[config.mk]
export PLATFORM = sky130hd
export DESIGN_NAME = snrg_sqrt
export DESIGN_NICKNAME = d
export VERILOG_FILES = /design/src/sv/snrg_pkg.sv /design/src/sv/snrg_sqrt.sv
export SDC_FILE = /design/constraint.sdc
export NUM_CORES = 1
export LEC_CHECK = 0
export BUFFER_PORTS_ARGS = -buffer_cell sky130_fd_sc_hd__buf_2
export CORE_MARGIN = 2
export CORE_UTILIZATION = 36
export DETAILED_ROUTE_END_ITERATION = 10
export GPL_TIMING_DRIVEN = 0
export PLACE_DENSITY = 0.5
export SLEW_MARGIN = 0
export SYNTH_ARGS = -nofsm -noshare
export SYNTH_HDL_FRONTEND = slang
export SYNTH_SLANG_ARGS = --single-unit
[constraint.sdc]
create_clock -name clock -period 2.8 [get_ports clock]
set_input_delay 0 -clock clock [delete_from_list [all_inputs] [get_ports clock]]
set_output_delay 0 -clock clock [all_outputs]
set_load 0.03 [all_outputs]
[src/sv/snrg_pkg.sv]
// Package for the spectral noise gain rule pipeline: widths, rule codes and stage metadata.
// Depends on nothing; every other file of the block imports it.
package snrg_pkg;

   localparam int PW         = 32;           // power width used from each input
   localparam int SQW        = 2 * PW;       // width of a squared power
   localparam int KW         = 21;           // width of alpha*16 + beta
   localparam int LW         = SQW + KW;     // width of N^2*(alpha*16 + beta)
   localparam int DW         = SQW + 16;     // divider operand width
   localparam int QW         = 30;           // quotient bits, one per divider stage
   localparam int RW         = QW + 2;       // square root working width
   localparam int SQ_STEPS   = QW / 2 + 1;   // square root stages
   localparam int GAIN_W     = 16;
   localparam int FRAC_W     = 15;           // Wiener gain bits taken from the quotient
   localparam int LATENCY    = 5 + QW + SQ_STEPS + 1;
   localparam logic [GAIN_W-1:0] GAIN_ONE  = 16'h8000;
   localparam logic [GAIN_W-1:0] GAIN_ZERO = 16'h0000;

   typedef enum logic [1:0] {
      RULE_WIENER  = 2'd0,
      RULE_GATING  = 2'd1,
      RULE_GENERAL = 2'd2,
      RULE_PASS    = 2'd3
   } rule_type;

   typedef struct packed {
      logic              is_fixed;
      logic [GAIN_W-1:0] fixed_gain;
      logic              use_sqrt;
      logic              frame_end;
   } meta_type;

endpackage

[src/sv/snrg_sqrt.sv]
// Pipelined integer square root, two radicand bits per stage, with the top quotient bits carried along.
// Depends on snrg_pkg.
module snrg_sqrt (
   input  logic                     clock,
   input  logic                     reset,
   input  logic                     in_valid,
   input  snrg_pkg::meta_type       in_meta,
   input  logic [snrg_pkg::QW-1:0]  in_quot,
   output logic                     out_valid,
   output snrg_pkg::meta_type       out_meta,
   output logic [snrg_pkg::GAIN_W-1:0] out_root,
   output logic [snrg_pkg::FRAC_W-1:0] out_frac
);
   import snrg_pkg::*;

   logic [SQ_STEPS-1:0] vld_ff;
   meta_type            meta_ff [SQ_STEPS];
   logic [QW-1:0]       rad_ff  [SQ_STEPS];
   logic [RW-1:0]       res_ff  [SQ_STEPS];
   logic [FRAC_W-1:0]   frac_ff [SQ_STEPS];

   always_ff @(posedge clock) begin
      if (reset) begin
         vld_ff <= '0;
      end else begin
         vld_ff <= {vld_ff[SQ_STEPS-2:0], in_valid};
      end
   end

   for (genvar i = 0; i < SQ_STEPS; i++) begin : g_step
      localparam logic [RW-1:0] STEP_BIT = RW'(1) << (QW - 2 * i);
      logic [QW-1:0]     prev_rad;
      logic [RW-1:0]     prev_res, trial;
      logic [FRAC_W-1:0] prev_frac;
      meta_type          prev_meta;
      logic              take;

      if (i == 0) begin : g_first
         assign prev_rad  = in_quot;
         assign prev_res  = '0;
         assign prev_frac = in_quot[QW-1:QW-FRAC_W];
         assign prev_meta = in_meta;
      end else begin : g_next
         assign prev_rad  = rad_ff[i-1];
         assign prev_res  = res_ff[i-1];
         assign prev_frac = frac_ff[i-1];
         assign prev_meta = meta_ff[i-1];
      end

      assign trial = prev_res + STEP_BIT;
      assign take  = RW'(prev_rad) >= trial;

      always_ff @(posedge clock) begin
         rad_ff[i]  <= take ? QW'(RW'(prev_rad) - trial) : prev_rad;
         res_ff[i]  <= take ? (prev_res >> 1) + STEP_BIT : prev_res >> 1;
         frac_ff[i] <= prev_frac;
         meta_ff[i] <= prev_meta;
      end
   end

   assign out_valid = vld_ff[SQ_STEPS-1];
   assign out_meta  = meta_ff[SQ_STEPS-1];
   assign out_root  = res_ff[SQ_STEPS-1][GAIN_W-1:0];
   assign out_frac  = frac_ff[SQ_STEPS-1];

endmodule

==> metrics.cfg <==
[global_route]
antenna_found_initial=0
grtUsageTotal_pct=12.6
grt_pass1_wl_um=89100
grt_max_degree=16
first_global_vias=18500
grt-ovfl-total=0

[cells_and_area]
final_cell_mix=dfxtp_1 (1066), inv_1 (159), nand2_1 (133)
final_common_cell=dfxtp_1
final_cell_area_sq_mm=0.0377
fin_nets=3012
final_cells=4059
diodes=0
syn_to_final_growth_pct=22.5
fillCellCount=7723
drive_above_1_share_pct=13.6

[drt]
drc=0
drt-met1-wl_um=21400
routed.top_layer=met4
routed_wl_um=54600
drtAntennaViolNets=0
wl_per_cell_um=13.5
met3_length_um=2090
vias=17800
wl_met2_um=28900
dr.first_iter.drc_count=440
drt-pass1-iter-count=5
drt-vias-per-instance=4.38

[sta]
grt_setup_unrepaired=true
slew_headroom_pct=58.0
finalSetupViolCount=0
final.min_clock_period_ns=2.70
fin_worst_skew_ns=0.0257
setup_tns_ns=0
fmax_ghz=0.371
drv_slew=0
hold_slack_ns=0.129
post-route-period-util_pct=96.3
worst_pin_slew_ns=0.625
finalHoldViolCount=0

[critical_path]
cp.depth=10
worstPathCellList=inv_1, ha_1, clkbuf_1, and3_1, nand4_1, a21oi_2, a21o_1, nor3_1, inv_1, mux2_2
ff2ff_path_depth=10
critPathKind=register to register
path_buf_inv=3
cp_max_fo=8
cp_top_family=simple AND/OR/NAND/NOR gates
ff2ff_setup_slack_ns=0.10
startpoint_type=register
end_kind=register
critPathArrivalTime_ns=3.25
worstReg2RegStart=res_ff[10][17]$_DFF_P_
crit_start=res_ff[10][17]$_DFF_P_
max_stage_delay_ns=0.36
required_ns=3.35
cpMostUsedCell=inv_1
critPathSlowestCell=mux2_2

[die]
die_h_um=296
core_area_sq_mm=0.0850
die_area_sq_mm=0.0879
fp-row-count=107
die_w_um=296
initial_core_util_pct=36.2
num_io_pins=103

[synthesis]
synth_xor_area_share_pct=4.75
synthAdderAreaFrac_pct=5.32
synth_edf_count=0
synth.area.top_cells=dfxtp_1 (69%), ha_1 (5.3%), xnor2_1 (3.0%)
synth_top_area_share_pct=69.3
synth_top_family_by_area=simple AND/OR/NAND/NOR gates
synth_simple_gate_area_share_pct=9.76
synth_compound_area_share_pct=7.04
postSynth.asyncResetShare_pct=0
synthMuxAreaShare_pct=0.988
ys_types=77
yosysWarnings=0
synthCells=2515
ys_ff_latch=1066
synth_top_flop_cell=dfxtp_1
synth_top_area_cell=dfxtp_1
synth_area_per_cell_sq_um=12.2
netlist_area_sq_mm=0.0308
mappedNetlistNets=2698
ys_seq_area_share_pct=69.3

[place]
dpl_cell_area_sq_mm=0.0327
dpl.hpwl_um=39300
gp_congestion=0.852
numPortBuffers=101
post-place-cells=3760

[pwr]
comb_power_share_pct=19.1
intPower_mw=29.6
clockPowerShare_pct=34.7
p_per_area_mw_per_mm2=1090
switchingPower_mw=11.4
vdd_drop_max_v=0.000593
seq_power_share_pct=46.3
swShare_pct=27.7
p_leak_nw=16.5

[min_path]
hp-start=reset
holdPathStages=3
min_path_type=input pin to register

[clock_network]
ctsHtreeMaxLevel=3
clock-sinks=1066
insertion_delay_ns=0.67
cts_buffers=105
clock_path_buffers=3
cts_root_buf=clkbuf_16
cts.clk_slew.worst_paths_ns=0.06
cts_tree=yes

[status]
outcome=completed

[flow_run]
maxCapViolCount=0

==> final timing paths <==
kind                            endpoint
hold reg to reg   meta_ff[0][60]$_DFF_P_
hold / removal      vld_ff[4]$_SDFF_PP0_
setup / recovery  rad_ff[1][108]$_DFF_P_
setup reg to reg  rad_ff[1][108]$_DFF_P_
==> per-layer routing <==
metal / GRT usage (%) / vias to the layer above
li1: - / 9099
met5: 0 / -
met1: 12.5 / 8255
met4: 6.70 / 0
met3: 2.61 / 128
met2: 24.4 / 302
==> registers in the layout, indices dropped and copies added, names as in the netlist <==
signal,cells
rad_ff,386
meta_ff,304
frac_ff,240
res_ff,120
vld_ff,16
==> kinds of logic (layout without fill, tap and decap cells) <==
family,after synthesis,count (layout)
AO/OA/AOI/OAI,349,349
adder cells (fa/ha/maj),131,131
multiplexers,27,27
AND/OR/NAND/NOR,569,569
flip-flops,1066,1066
other,1,1
buffers and inverters,205,605
XOR/XNOR,167,167
==> area by class of cell <==
type	count	area (sq um)	area share [%]
Tap cell	1144	1430	3.80
Inverter	159	597	1.58
Sequential cell	1066	21300	56.6
Clock inverter	41	558	1.48
Timing Repair Buffer	209	1570	4.16
Clock buffer	152	3080	8.16
Multi-Input combinational cell	1244	8860	23.5
Buffer	44	272	0.720
==> Yosys cell counts (all sizes together), types with 10 or more instances <==
cell	number
nor3b	11
nand2	135
and2	10
and3	11
nor2b	38
nor4	56
nor2	112
inv	159
mux2	18
nand3	29
buf	28
a31oi	11
xnor2	107
nand2b	28
or3	17
a21oi	110
nor3	49
ha	131
a21o	33
clkbuf	18
o21ai	96
xor2	60
o21a	22
a211oi	12
dfxtp	1066
or4	10
nand4	19
==> metrics by stage <==
step           total power, mW  util (%)  worst slack (ns)
4_1_cts                   41.3      44.1           0.00327
6_report                  40.9      44.4             0.103
2_1_floorplan             24.7         -             0.367
3_3_place_gp              26.5      38.5            -0.495
3_5_place_dp              26.7      38.5            -0.628
5_1_grt                   43.3      44.4           -0.0358
==> power by group through the flow <==
stage	Clock (mW)	Sequential, mW	Combinational [mW]
2_1_floorplan	0	18.8	5.85
3_3_place_gp	0	19.2	7.36
3_5_place_dp	0	19.2	7.50
4_1_cts	14.7	18.9	7.73
5_1_grt	15.3	19.2	8.76
6_report	14.2	18.9	7.81
==> worst register-to-register path: stages (launching register included) <==
cell	delay, ns
dfxtp_1	0.34
inv_1	0.05
ha_1	0.26
clkbuf_1	0.28
and3_1	0.26
nand4_1	0.26
a21oi_2	0.31
a21o_1	0.21
nor3_1	0.10
inv_1	0.16
mux2_2	0.36
==> what timing repair did <==
| item | CTS | global route |
|---|---|---|
| hold buffers | 101 | 0 |
| setup buffers | 3 | 4 |
| endpoints found under the hold margin | 65 | 0 |
| gates resized for setup | 30 | 35 |
| pin swaps | 2 | 9 |
| endpoints found under the setup margin | 116 | 102 |
| cloned | 0 | 0 |
Note: power is estimated with default switching activity, not from simulation.
